===== src/hw/rtl/linear_probe_inode_map_macros.svh =====
// Assertion macros used by the inode map back stage.
`ifndef LINEAR_PROBE_INODE_MAP_MACROS_SVH
`define LINEAR_PROBE_INODE_MAP_MACROS_SVH

// Check a consequence in the same cycle.
`define LPIM_ASSERT_NOW(lbl, ante, cons, msg) \
  lbl: assert property (@(posedge clk) disable iff (rst) (ante) |-> (cons)) else $error(msg);

// Check a consequence in the next cycle.
`define LPIM_ASSERT_NEXT(lbl, ante, cons, msg) \
  lbl: assert property (@(posedge clk) disable iff (rst) (ante) |=> (cons)) else $error(msg);

`endif


===== src/hw/rtl/lpim_pkg.sv =====
`default_nettype none

package lpim_pkg;

  localparam int CAPACITY_DEF = 256;
  localparam int QDEPTH       = 2;
  localparam int MIX_SHIFT    = 33;
  localparam logic [63:0] MIX_C1 = 64'hff51afd7ed558ccd;
  localparam logic [63:0] MIX_C2 = 64'hc4ceb9fe1a85ec53;

  typedef enum logic [1:0] {
    FN_PUT   = 2'd0,
    FN_REDIR = 2'd1,
    FN_GET   = 2'd2,
    FN_FIND  = 2'd3
  } func_t;

  typedef struct packed {
    func_t       func;
    logic [63:0] ino;
    logic        path_present;
    logic [31:0] path_value;
  } in_word_t;

  typedef struct packed {
    logic        found;
    logic [31:0] path_out;
    logic [63:0] ino_out;
  } out_word_t;

  // Classified operation handed from front to back.
  typedef struct packed {
    func_t       func;
    logic        skip;
    logic [63:0] ino;
    logic [31:0] value;
  } job_t;

  typedef struct packed {
    logic        used;
    logic [63:0] key;
    logic [31:0] rpath;
    logic [31:0] dpath;
  } entry_t;

  typedef enum logic [2:0] {
    F_IDLE,
    F_MUL,
    F_SUM,
    F_REM,
    F_RED,
    F_PUSH
  } front_state_t;

  typedef enum logic [2:0] {
    B_CLR,
    B_IDLE,
    B_RD,
    B_CHK,
    B_DONE
  } back_state_t;

endpackage

`default_nettype wire


===== src/hw/rtl/lpim_queue.sv =====
`default_nettype none

module lpim_queue import lpim_pkg::*; #(
  parameter int WIDTH = 8
) (
  input  wire logic             clk,
  input  wire logic             rst,
  input  wire logic             push,
  input  wire logic [WIDTH-1:0] push_data,
  output logic                  full,
  output logic                  q_valid,
  output logic [WIDTH-1:0]      q_data,
  input  wire logic             pop
);

  localparam int AW = (QDEPTH > 1) ? $clog2(QDEPTH) : 1;

  logic [WIDTH-1:0] ent [QDEPTH];
  logic [AW-1:0]    wp, rp;
  logic [AW:0]      count;
  logic             do_push, do_pop;

  assign full    = count == (AW+1)'(QDEPTH);
  assign q_valid = count != '0;
  assign q_data  = ent[rp];
  assign do_push = push && !full;
  assign do_pop  = pop && q_valid;

  always_ff @(posedge clk) begin
    if (rst) begin
      wp    <= '0;
      rp    <= '0;
      count <= '0;
    end else begin
      if (do_push) wp <= (wp == AW'(QDEPTH - 1)) ? '0 : wp + 1'b1;
      if (do_pop)  rp <= (rp == AW'(QDEPTH - 1)) ? '0 : rp + 1'b1;
      count <= count + (AW+1)'(do_push) - (AW+1)'(do_pop);
    end
  end

  always_ff @(posedge clk) begin
    if (do_push) ent[wp] <= push_data;
  end

endmodule

`default_nettype wire


===== config.mk =====
export PLATFORM = sky130hd
export DESIGN_NAME = lpim_queue
export DESIGN_NICKNAME = d
export VERILOG_FILES = /design/src/hw/rtl/linear_probe_inode_map_macros.svh /design/src/hw/rtl/lpim_pkg.sv /design/src/hw/rtl/lpim_queue.sv
export SDC_FILE = /design/constraint.sdc
export NUM_CORES = 1
export LEC_CHECK = 0
export BUFFER_PORTS_ARGS = -buffer_cell sky130_fd_sc_hd__buf_4
export CAP_MARGIN = 10
export CORE_MARGIN = 2
export CORE_UTILIZATION = 45
export DETAILED_ROUTE_END_ITERATION = 8
export GPL_ROUTABILITY_DRIVEN = 0
export GPL_TIMING_DRIVEN = 1
export MAX_ROUTING_LAYER = met4
export PLACE_DENSITY = 0.68
export SYNTH_ARGS = -nofsm -noshare
export SYNTH_HDL_FRONTEND = slang
export SYNTH_SLANG_ARGS = --single-unit

===== constraint.sdc =====
create_clock -name clk -period 2.4 [get_ports clk]
set_input_delay 0.36 -clock clk [delete_from_list [all_inputs] [get_ports clk]]
set_output_delay 0.36 -clock clk [all_outputs]
set_load 0.005 [all_outputs]

* Yosys cells after proc, flatten, opt, wreduce, memory -nomap -nowiden *
Memories as Yosys holds them, arrays and structs flattened. A register that Yosys moved wholly into a read port is not among the register bits.
Index checks and enable logic that the tools add are counted.

cells by class
  div/mod/pow operators = 0
  magnitude comparators = 0
  bitwise gates (word level) = 0
  reduce and logical (&&, ||, !) cells = 4
  equal/unequal tests = 1
  shift operators = 0
  multiplexer cells = 6
  add/sub/neg operators = 4
  multiply operators = 0

operators by type and width
  operator                                     number
  1-bit two-way mux                            6
  1-bit adder (second input constant)          2
  2-bit by 1-bit adder with 2-bit output       1
  2-bit equality test (second input constant)  1
  1-bit logical AND                            2
  2-bit nonzero test                           1
  2-bit by 1-bit subtractor with 2-bit output  1
  1-bit zero test                              1

storage, ports and cells
  memories = 1
  register bits = 4
  output and inout bits = 10
  memory bits (writable) = 16
  latch bits = 0
  bits of input ports = 12
  bits in read-only memories = 0
  word-level logic and storage cells = 19

memories
  name  depth  width  read ports  clocked after memory_dff  wr ports  RTL line          source
  ent   2      8      1           1                         1         lpim_queue.sv:18  logic [WIDTH-1:0] ent [QDEPTH];

* Depth between registers and ports, before layout *
  word-level depth = 5
  gate-level depth with buffers = 8
  mapped depth without buffers = 8

* Least setup slack after synthesis *
OpenSTA, ideal clock, no wires.

  kind = register to register
  start = reg count[1]
  end = reg count[1]
  period minus slack after synthesis = 1,469 ps
  buffers on the path = 0
  path slack = 931 ps
  arrival time = 1,392 ps
  library setup time = 78 ps
  cell stages (with the launch flop) = 8
  path through = dfxtp_1 o21a_2 ha_1 inv_1 ha_1 xor2_1 and2_1 nor3_1

on the way
  elaborated cells on any way between the ends = 7
  those cells by class = 2 x add/sub; 1 x eq/ne; 4 x reduce/logical

RTL lines
  item                                         RTL line          source
  start, declared                              lpim_queue.sv:20  logic [AW:0] count;
  start signal, assigned                       lpim_queue.sv:37  count <= count + (AW+1)'(do_push) - (AW+1)'(do_pop);
  2-bit nonzero test                           lpim_queue.sv:24  assign q_valid = count != '0;
  1-bit logical AND                            lpim_queue.sv:27  assign do_pop = pop && q_valid;
  net do_pop                                   lpim_queue.sv:21  logic do_push, do_pop;
  2-bit by 1-bit subtractor with 2-bit output  lpim_queue.sv:37

The timed path passes the listed nets, and every way through them passes these cells.
A chain may end at the register's enable or synchronous reset.

==> reports/metrics.cfg <==
[outcome]
outcome=complete, no violations

[global_route]
antenna_found_initial=0
grt-ovfl-total=0
grt_max_degree=13
grt_pass1_wl_um=1630
grt_use_total_pct=12.3
grt_pass1_vias=414

[die]
start_util_pct=47.6
dieArea_um2=2160
die_h_um=46.5
io_pins=22
fp.dieW_um=46.5
core_area_um2=1710
std_cell_rows=15

[drt]
post_drt_via_cell_ratio=4.63
drt_iter0_drc=3
drt_wl_total_um=1100
post-route-drc-count=0
vias=468
drtPass1Iterations=3
avgRoutedWirePerCell_um=10.9
ant_nets=0

[hold_path]
min-delay-start=push_data[7]
hold_path_end=ent[1][7]
hp-class=in -> reg
min_delay_path_depth=1

[pwr]
leakage_uw=0.000427
finalPower_uw=982
peakVddDrop_v=0.000519
p_per_area_nw_per_um2=958

[cells_and_area]
multi_input_area_um2=213
layout.nets=91
syn2layout_area_growth_pct=26.0
diodes=0
final.fill_count=139
seq_area_um2=581
drive_above_1_share_pct=43.4

[clock_tree]
cts_tree=built
post_cts_resized=0
root_buffer=clkbuf_4
holdBufCountCts=0
cts_buffers=3
cts-htree-levels=1
cts.reportedPaths.clkPinSlew_ns=0.11
numClockSinks=21
cts_buffer_depth=2
clkLatencyLatePin_ns=0.29
cts_setup_buffers=0

[synthesis]
synthCells=52
synth.largest_area_cell=edfxtp_1
synth.most_common_cell=edfxtp_1
synth_nets=66
synth_area_um2=813
yosys_warnings=0
avgSynthCellArea_um2=15.6
synth_edf_count=16
ys.flop_type=edfxtp_1
async_flop_share_pct=0
synth_top_area_share_pct=59.1
yosysSeqAreaShare_pct=71.4
ys_types=22
synth_seq_cells=21
yosys-top-cells-area=edfxtp_1, dfxtp_1, mux2_1, mux2_2, ha_1
synth_common_cells=edfxtp_1, dfxtp_1, mux2_1

[setup_path]
critical_path_arrival_ns=1.36
end_kind=output pin
critical_path_required_ns=2.04
worstRegToRegCells=7
cp_cell_sequence=mux2_2 > buf_4
r2r_end=count[1]
r2r_setup_slack_ns=0.83
rr_startpoint=count[1]
path_class=reg -> out
cp_max_fo=8
cpPeakStageDelay_ns=0.55
cp-start-kind=flip-flop
slowest_stage=dfxtp_1

[sta]
setup_viol=0
hold_viol_final=0
grt_setup_unrepaired=false
finalCritPeriodShare_pct=71.8
maxSlewHeadroom_pct=75.8
max_freq_ghz=0.580
tightestPinTransition_ns=0.363
hold-worst-slack_ns=0.244
period_needed_ns=1.72
drv_slew=0
fin_worst_skew_ns=0.00286
finalSetupTns_ns=0

[place]
port_buffers=21
dp_hpwl_um=825

[flow_run]
cap_violations=0

power by group:
group          switching (uW)  leakage (uW)  total [uW]  internal [uW]
combinational             120      0.000218         307            187
clock                    96.8     0.0000177         159           61.9
sequential               46.8      0.000191         516            470
total                     263      0.000427         982            719
how the worst max path moves through the flow:
| stage | startpoint | cells after the start | end |
|---|---|---|---|
| 3_5_place_dp | pop | 8 | count[1] |
| 4_1_cts | flip-flop | 2 | q_data[3] |
| 3_3_place_gp | pop | 8 | count[1] |
| 6_report | flip-flop | 2 | q_data[3] |
| 5_1_grt | flip-flop | 2 | q_data[3] |
| 2_1_floorplan | count[1] | 7 | count[1] |
state kept, by name, indices dropped and copies added (netlist names), named ones only:
name and flops:
ent 16, rp 1, count 2, wp 1
layout by cell type (no fill, tap or decap), drive strengths merged:
cell type / instances
buf: 21
edfxtp: 16
mux2: 8
dfxtp: 5
inv: 4
nor2: 3
clkbuf: 3
ha: 2
o21a: 1
or2: 1
nand2b: 1
nand2: 1
and3: 1
or3: 1
nor2b: 1
xnor2: 1
o21ai: 1
a21oi: 1
xor2: 1
and2: 1
nor3: 1
clkinv: 1
layer usage:
layer / vias to the layer above / share of wire [%] / global-route usage [%]
li1: 233 / - / -
met1: 215 / 44 / 12.6
met2: 16 / 47 / 19.2
met3: 4 / 5.8 / 3.53
met4: 0 / 3.1 / 10.3
met5: - / 0 / -
critical path: cells and delay by family (launching register included):
family / cells / cell delay [ns]
multiplexers: 1 / 0.38
buffers and inverters: 1 / 0.14
flip-flops: 1 / 0.55
layout make-up:
type / count / share of cell area, %
Inverter: 4 / 1.47
Tap cell: 25 / 3.05
Clock buffer: 3 / 2.20
Timing Repair Buffer: 21 / 15.4
Clock inverter: 1 / 0.488
Multi-Input combinational cell: 26 / 20.8
Sequential cell: 21 / 56.7
logic make-up (layout without fill, tap and decap cells):
| logic type | Yosys count | after routing | share of synthesized area, % |
|---|---|---|---|
| xor+xnor | 2 | 2 | 2.15 |
| simple gates | 11 | 11 | 7.54 |
| compound gates | 3 | 3 | 2.31 |
| flops | 21 | 21 | 71.4 |
| buf+inv | 5 | 29 | 2.46 |
| mux | 8 | 8 | 11.1 |
| fa+ha+maj | 2 | 2 | 3.08 |
through the flow:
| step | util, % | instance area, um2 | cells | setup WS [ns] |
|---|---|---|---|---|
| 3_5_place_dp | 58.4 | 997 | 97 | 0.831 |
| 3_3_place_gp | 58.4 | 997 | 97 | 0.874 |
| 4_1_cts | 60.0 | 1020 | 101 | 0.649 |
| 5_1_grt | 60.0 | 1020 | 101 | 0.583 |
| 6_report | 60.0 | 1020 | 101 | 0.676 |
| 2_1_floorplan | - | 813 | 52 | 0.931 |
Note: power is estimated with default switching activity, not from simulation.
