### src/hw/rtl/linear_probe_inode_map_macros.svh
// Assertion macros used by the inode map back stage.
`ifndef LINEAR_PROBE_INODE_MAP_MACROS_SVH
`define LINEAR_PROBE_INODE_MAP_MACROS_SVH

// Check a consequence in the same cycle.
`define LPIM_ASSERT_NOW(lbl, ante, cons, msg) \
  lbl: assert property (@(posedge clk) disable iff (rst) (ante) |-> (cons)) else $error(msg);

// Check a consequence in the next cycle.
`define LPIM_ASSERT_NEXT(lbl, ante, cons, msg) \
  lbl: assert property (@(posedge clk) disable iff (rst) (ante) |=> (cons)) else $error(msg);

`endif

### src/hw/rtl/lpim_pkg.sv
`default_nettype none

package lpim_pkg;

  localparam int CAPACITY_DEF = 256;
  localparam int QDEPTH       = 2;
  localparam int MIX_SHIFT    = 33;
  localparam logic [63:0] MIX_C1 = 64'hff51afd7ed558ccd;
  localparam logic [63:0] MIX_C2 = 64'hc4ceb9fe1a85ec53;

  typedef enum logic [1:0] {
    FN_PUT   = 2'd0,
    FN_REDIR = 2'd1,
    FN_GET   = 2'd2,
    FN_FIND  = 2'd3
  } func_t;

  typedef struct packed {
    func_t       func;
    logic [63:0] ino;
    logic        path_present;
    logic [31:0] path_value;
  } in_word_t;

  typedef struct packed {
    logic        found;
    logic [31:0] path_out;
    logic [63:0] ino_out;
  } out_word_t;

  // Classified operation handed from front to back.
  typedef struct packed {
    func_t       func;
    logic        skip;
    logic [63:0] ino;
    logic [31:0] value;
  } job_t;

  typedef struct packed {
    logic        used;
    logic [63:0] key;
    logic [31:0] rpath;
    logic [31:0] dpath;
  } entry_t;

  typedef enum logic [2:0] {
    F_IDLE,
    F_MUL,
    F_SUM,
    F_REM,
    F_RED,
    F_PUSH
  } front_state_t;

  typedef enum logic [2:0] {
    B_CLR,
    B_IDLE,
    B_RD,
    B_CHK,
    B_DONE
  } back_state_t;

endpackage

`default_nettype wire

### src/hw/rtl/lpim_front.sv
`default_nettype none

module lpim_front import lpim_pkg::*; #(
  parameter int CAPACITY = CAPACITY_DEF,
  localparam int IW = (CAPACITY > 1) ? $clog2(CAPACITY) : 1
) (
  input  wire logic                      clk,
  input  wire logic                      rst,
  input  wire logic                      take,
  input  wire in_word_t                  in_word,
  output logic                           busy,
  output logic                           push,
  output logic [IW+$bits(job_t)-1:0]     push_data,
  input  wire logic                      q_full
);

  localparam bit POW2 = (CAPACITY & (CAPACITY - 1)) == 0;
  localparam int SW   = IW + 6;

  // Residue of 2**j modulo CAPACITY for every bit position of the hash.
  function automatic logic [63:0][IW-1:0] rmod_table();
    logic [63:0][IW-1:0] t;
    int r;
    r = 1 % CAPACITY;
    for (int j = 0; j < 64; j++) begin
      t[j] = IW'(r);
      r = (2 * r) % CAPACITY;
    end
    return t;
  endfunction

  localparam logic [63:0][IW-1:0] RMOD = rmod_table();
  localparam logic [SW-1:0] CAP_S = SW'(CAPACITY);

  front_state_t state, state_next;
  job_t         job;
  logic [63:0]  x;
  logic [63:0]  p_ll;
  logic [31:0]  p_lh, p_hl;
  logic         round;
  logic [SW-1:0] acc;
  logic [2:0]   step;

  logic [63:0]  mul_c;
  logic [63:0]  y;
  logic [SW-1:0] part, cap_sh, acc_red;
  logic [IW-1:0] home;
  logic         skip_in;

  assign mul_c   = round ? MIX_C2 : MIX_C1;
  assign y       = p_ll + {p_lh + p_hl, 32'b0};
  assign cap_sh  = CAP_S << step;
  assign acc_red = (acc >= cap_sh) ? acc - cap_sh : acc;
  assign home    = POW2 ? x[IW-1:0] : acc[IW-1:0];

  // Add the residues of the set bits in the low byte of x.
  always_comb begin
    part = '0;
    for (int b = 0; b < 8; b++) begin
      if (x[b]) part = part + SW'(RMOD[{step, 3'(b)}]);
    end
  end

  always_comb begin
    unique case (in_word.func)
      FN_FIND: skip_in = !in_word.path_present;
      FN_GET:  skip_in = in_word.ino == 64'd0;
      default: skip_in = (in_word.ino == 64'd0) || !in_word.path_present;
    endcase
  end

  always_comb begin
    state_next = state;
    push = 1'b0;
    unique case (state)
      F_IDLE: begin
        if (take) begin
          state_next = (skip_in || in_word.func == FN_FIND) ? F_PUSH : F_MUL;
        end
      end
      F_MUL: state_next = F_SUM;
      F_SUM: begin
        if (round) begin
          state_next = POW2 ? F_PUSH : F_REM;
        end else begin
          state_next = F_MUL;
        end
      end
      F_REM: begin
        if (step == 3'd7) state_next = F_RED;
      end
      F_RED: begin
        if (step == 3'd0) state_next = F_PUSH;
      end
      F_PUSH: begin
        push = 1'b1;
        if (!q_full) state_next = F_IDLE;
      end
      default: state_next = F_IDLE;
    endcase
  end

  always_ff @(posedge clk) begin
    if (rst) begin
      state <= F_IDLE;
    end else begin
      state <= state_next;
    end
  end

  always_ff @(posedge clk) begin
    unique case (state)
      F_IDLE: begin
        if (take) begin
          job   <= '{func: in_word.func, skip: skip_in, ino: in_word.ino,
                     value: in_word.path_value};
          x     <= in_word.ino ^ (in_word.ino >> MIX_SHIFT);
          round <= 1'b0;
          acc   <= '0;
          step  <= 3'd0;
        end
      end
      F_MUL: begin
        p_ll <= {32'b0, x[31:0]} * {32'b0, mul_c[31:0]};
        p_lh <= 32'(x[31:0] * mul_c[63:32]);
        p_hl <= 32'(x[63:32] * mul_c[31:0]);
      end
      F_SUM: begin
        x     <= y ^ (y >> MIX_SHIFT);
        round <= 1'b1;
      end
      F_REM: begin
        // Advance one byte; after the last, start trimming at 32 * CAPACITY.
        acc  <= acc + part;
        x    <= x >> 8;
        step <= (step == 3'd7) ? 3'd5 : step + 3'd1;
      end
      F_RED: begin
        acc  <= acc_red;
        step <= step - 3'd1;
      end
      default: ;
    endcase
  end

  assign busy      = state != F_IDLE;
  assign push_data = {home, job};

endmodule

`default_nettype wire

### config.mk
export PLATFORM = sky130hd
export DESIGN_NAME = lpim_front
export DESIGN_NICKNAME = d
export VERILOG_FILES = /design/src/hw/rtl/linear_probe_inode_map_macros.svh /design/src/hw/rtl/lpim_pkg.sv /design/src/hw/rtl/lpim_front.sv
export SDC_FILE = /design/constraint.sdc
export NUM_CORES = 2
export LEC_CHECK = 0
export ABC_AREA = 1
export BUFFER_PORTS_ARGS = -buffer_cell sky130_fd_sc_hd__buf_2
export CELL_PAD_IN_SITES_DETAIL_PLACEMENT = 0
export CELL_PAD_IN_SITES_GLOBAL_PLACEMENT = 1
export CORE_ASPECT_RATIO = 0.9
export CORE_MARGIN = 5
export CORE_UTILIZATION = 45
export CTS_BUF_LIST = sky130_fd_sc_hd__clkbuf_8
export CTS_CLUSTER_DIAMETER = 30
export CTS_CLUSTER_SIZE = 10
export DETAILED_ROUTE_END_ITERATION = 12
export PLACE_DENSITY = 0.72
export SLEW_MARGIN = 25
export SYNTH_ARGS = -nofsm -noshare
export SYNTH_HDL_FRONTEND = slang
export SYNTH_SLANG_ARGS = --single-unit
### constraint.sdc
create_clock -name clk -period 13 [get_ports clk]
set_input_delay 1.3 -clock clk [delete_from_list [all_inputs] [get_ports clk]]
set_output_delay 1.3 -clock clk [all_outputs]
set_load 0.02 [all_outputs]
# After elaboration in Yosys (flattened, before gate mapping)
# Index checks and enable logic that the tools add are counted.
dict set report totals {
  regBits 298
  output_inout_bits 109
  elab_cells 64
}
dict set report op_classes {
  add_sub_neg 4
  n_mul 3
  eq_ne 12
  mux 17
  n_bitwise 2
  n_reduce_logical 15
}
# operator n
set ops {}
lappend ops {{$pmux 64 s3} 1}
lappend ops {{$xor 64x31->64} 2}
lappend ops {{$add 64x64->64} 1}
lappend ops {{$logic_not 64->1} 1}
lappend ops {{$mul 32x32->64} 1}
lappend ops {{$mux 64} 1}
lappend ops {{$mux 62} 1}
lappend ops {{$add 32x32->32} 1}
lappend ops {{$mul 32x31->32} 1}
lappend ops {{$mul 32x32->32} 1}
lappend ops {{$mux 3} 8}
lappend ops {{$pmux 3 s6} 1}
lappend ops {{$eq 3x3->1 const B} 3}
lappend ops {{$pmux 3 s3} 1}
lappend ops {{$reduce_bool 3->1} 3}
lappend ops {{$ne 2x2->1 const B} 4}
lappend ops {{$reduce_and 2->1} 4}
lappend ops {{$eq 3x2->1 const B} 2}
lappend ops {{$logic_not 3->1} 2}
lappend ops {{$eq 2x2->1 const B} 2}
lappend ops {{$pmux 1 s2} 2}
lappend ops {{$reduce_and 4->1} 1}
lappend ops {{$add 3x1->3 const B} 1}
lappend ops {{$eq 3x1->1 const B} 1}
lappend ops {{5 further kinds} 7}

# Longest topological paths before layout
dict set report logic_depth {
  word_depth 7
  mapped_depth 36
}

# Worst setup path before layout
# No wires, ideal clock.
dict set report synth_path {
  path_type {register to register}
  start {register state[0]}
  end {register p_hl[0] (enable)}
  arrival_time_ns 9.093
  required_ns 12.224
  setup_slack_ns 3.131
  stages_incl_launch_ff 3
  synth_period_minus_slack_ns 9.869
  cell_sequence {dfxtp_1 -> inv_1 -> nor3_1}
}
dict set report synth_via {
  elab_chain_len 1
}
# item line
set synth_rtl {}
lappend synth_rtl {{start, declared} lpim_front.sv:35} ;# front_state_t state, state_next;
lappend synth_rtl {{start signal, assigned} lpim_front.sv:107} ;# state <= state_next;
lappend synth_rtl {{$eq 3x1->1} lpim_front.sv:112} ;# unique case (state)
lappend synth_rtl {{end signal, assigned} lpim_front.sv:126} ;# p_hl <= 32'(x[63:32] * mul_c[31:0]);
lappend synth_rtl {{end, declared} lpim_front.sv:39} ;# logic [31:0] p_lh, p_hl;
# Every way passes these cells.
# A chain may end at the register's enable or synchronous reset.

# Final worst setup path
dict set report layout_path {
  start {register x[9]}
  end {register p_lh[31] (data pin)}
}
dict set report layout_via {
  elab_chain_len 1
}
# item line
set layout_rtl {}
lappend layout_rtl {{start, declared} lpim_front.sv:37} ;# logic [63:0] x;
lappend layout_rtl {{start signal, assigned} lpim_front.sv:117} ;# x <= in_word.ino ^ (in_word.ino >> MIX_SHIFT);
lappend layout_rtl {{start signal, assigned} lpim_front.sv:129} ;# x <= y ^ (y >> MIX_SHIFT);
lappend layout_rtl {{start signal, assigned} lpim_front.sv:135} ;# x <= x >> 8;
lappend layout_rtl {{$mul 32x31->32} lpim_front.sv:125} ;# p_lh <= 32'(x[31:0] * mul_c[63:32]);
lappend layout_rtl {{end signal, assigned} lpim_front.sv:125}
lappend layout_rtl {{end, declared} lpim_front.sv:39}
# Every way passes these cells.

==> results.json <==
{
  "status": "completed",
  "fin_crit_sh_pct": 74.2,
  "synth_top_area_cell": "fa_1",
  "worstSetupPathType": "reg2reg",
  "grt_max_degree": 82,
  "final.setup_skew_ns": 0.0748,
  "max-cap-violations": 0,
  "syn_area_sq_um": 64300,
  "drive_above_1_share_pct": 6.73,
  "yosysMostFrequentCell": "inv_1",
  "yosysUniqueCellTypes": 47,
  "synth_seq_cells": 298,
  "synth_top_area_share_pct": 36.7,
  "finalCriticalPeriod_ns": 9.64,
  "ctsHoldBuffers": 0,
  "path_clk_slew_ns": 0.05,
  "die_x_microns": 409,
  "rsz0062_at_grt": "false",
  "worstSetupStartpointType": "flip-flop",
  "dp_hpwl_microns": 222000,
  "synth_common_cells": "inv_1 (2056), fa_1 (1178), nand2_1 (935)",
  "cts_buffers": 88,
  "cts_resized": 0,
  "coreArea_sq_um": 142000,
  "fmax_mhz": 104,
  "ys.flop_type": "edfxtp_1",
  "cts_tree": "yes",
  "max-slew-margin-rel_pct": 26.3,
  "synth_edf_count": 295,
  "initial_core_util_pct": 45.3,
  "antenna_left": 0,
  "hold_violations": 0,
  "yosysWarnings": 0,
  "cts_setup_buffers": 0,
  "grt_usage_pct": 33.8,
  "final_area_sq_um": 70000,
  "cts_buffer_depth": 3,
  "cts_num_sinks": 298,
  "crit_arrival_ns": 10.08,
  "synth_cells": 7064,
  "wl_per_cell_microns": 27.3,
  "dr.pass1.iters": 8,
  "required_ns": 13.44,
  "port_buffers": 211,
  "dp_slack_ns": 3.46,
  "route.vias.total": 49512,
  "use_met1_pct": 47.1,
  "synth.area.top_cells": "fa_1 (37%), ha_1 (18%), edfxtp_1 (14%), inv_1 (12%), nand2_1 (5.5%)",
  "nets": 9524,
  "grt_antenna_before_repair": 19,
  "initialDrtViolationCount": 4564,
  "finalSetupViolations": 0,
  "clkLatencyLatePin_ns": 0.80,
  "areaGrowthSynthToFinish_pct": 8.82,
  "report.final.slew_viol_count": 0,
  "grt_use_met2_pct": 52.6,
  "grt_busiest_layer": "met2",
  "place.gp.congestion": 1.01,
  "worst_slack_ns": 3.36,
  "ys_seq_area_share_pct": 13.9,
  "grt_pass1_vias": 51643,
  "ios": 212,
  "grt_use_met3_pct": 7.05,
  "cp_max_fo": 13,
  "grt.overflow.total": 0,
  "dpl_cell_area_sq_um": 67900,
  "slowest_delay_ns": 0.94,
  "via_per_inst": 5.34,
  "clockRootBuffer": "clkbuf_8",
  "worst_pin_slew_ns": 1.10,
  "grt_pass1_wl_microns": 364000,
  "tns_ns": 0,
  "num-fill-cells": 13654,
  "fp.dieH_microns": 369,
  "wl_microns": 253000,
  "crit_top_cell": "inv_1",
  "synth_area_per_cell_sq_um": 9.11,
  "die_area_sq_um": 151000,
  "min_path_type": "reg2reg",
  "h-tree-depth": 3,
  "end_kind": "flip-flop",
  "drc": 0,
  "postSynth.asyncResetShare_pct": 0,
  "crit_path_top_delay_cell": "nor2_1",
  "row_count": 131
}
final timing paths:
kind	start	end	slack (ns)	depth (start not counted)
setup / recovery	x[9]$_DFFE_PP_	p_lh[31]$_DFFE_PP_	3.36	28
hold / removal	state[0]$_SDFFE_PP0P_	state[0]$_SDFFE_PP0P_	0.57	2
setup reg to reg	x[9]$_DFFE_PP_	p_lh[31]$_DFFE_PP_	3.36	28
hold reg to reg	state[0]$_SDFFE_PP0P_	state[0]$_SDFFE_PP0P_	0.57	2
critical path: cells and delay by family, from the launching register on:
family | cells | cell delay [ns]
adders and majority gates | 9 | 3.90
AOI/OAI and AO/OA | 2 | 0.34
DFF | 1 | 0.92
and+or+nand+nor | 9 | 2.88
buffers and inverters | 8 | 1.24
layout by cell type (no fill, tap or decap), types with 21 or more instances in the layout:
cell type / synthesis / routed
inv_1: 2056 / 2059
inv_6: 0 / 21
o221ai_1: 23 / 23
o21ai_0: 224 / 221
a21o_1: 25 / 25
nor3_1: 27 / 26
nor4_1: 24 / 23
clkbuf_8: 0 / 89
ha_1: 916 / 916
a31oi_1: 24 / 24
a21oi_1: 249 / 249
edfxtp_1: 295 / 295
nand3_1: 208 / 208
buf_4: 10 / 72
nand2_1: 935 / 934
nor2_1: 364 / 356
or2_2: 30 / 30
nand4_1: 36 / 36
fa_1: 1178 / 1178
o211ai_1: 24 / 24
xnor2_1: 57 / 56
o21bai_1: 41 / 41
buf_2: 12 / 211
xor2_1: 131 / 126
registers in the layout, summed over array words and instances (netlist names):
signal / cells
state: 3
p_lh: 32
step: 3
p_hl: 32
x: 64
round: 1
push_data: 99
p_ll: 64
per-stage QoR:
step,utilization [%],hold WS (ns),instances
2_1_floorplan,-,0.493,7078
3_3_place_gp,47.8,0.541,9098
3_5_place_dp,47.8,0.564,9098
4_1_cts,49.3,0.571,9262
5_1_grt,49.3,0.603,9265
6_report,49.3,0.572,9267
metal layers:
metal | vias to the layer above | share of wire, %
met5 | - | 0.037
met4 | 14 | 4.2
met3 | 391 | 8.3
met2 | 2088 | 44
met1 | 24957 | 43
li1 | 22062 | -
final cells by class:
cell class                 instances  area [sq um]  area share [%]
clock buffer                      89          1220            1.75
tap                             1862          2330            3.33
multi-input combinational       4591         47300            67.6
clock inverter                    75           835            1.19
antenna                            4          10.0          0.0143
sequential                       298          8920            12.7
timing repair buffer             284          1620            2.32
inverter                        2064          7750            11.1
logic make-up (layout without fill, tap and decap cells):
kind of cell	count (synthesis)	count (layout)	share of synthesized area, %
XOR/XNOR	188	188	2.56
AO/OA/AOI/OAI	645	645	5.70
flip-flops	298	298	13.9
AND/OR/NAND/NOR	1648	1648	10.5
other	2	20	0.0117
adder cells (fa/ha/maj)	2094	2094	54.5
buffers and inverters	2189	2512	12.9
Power is not shown: default switching activity piles up to over one toggle a cycle in this logic, so the estimate is an artifact.
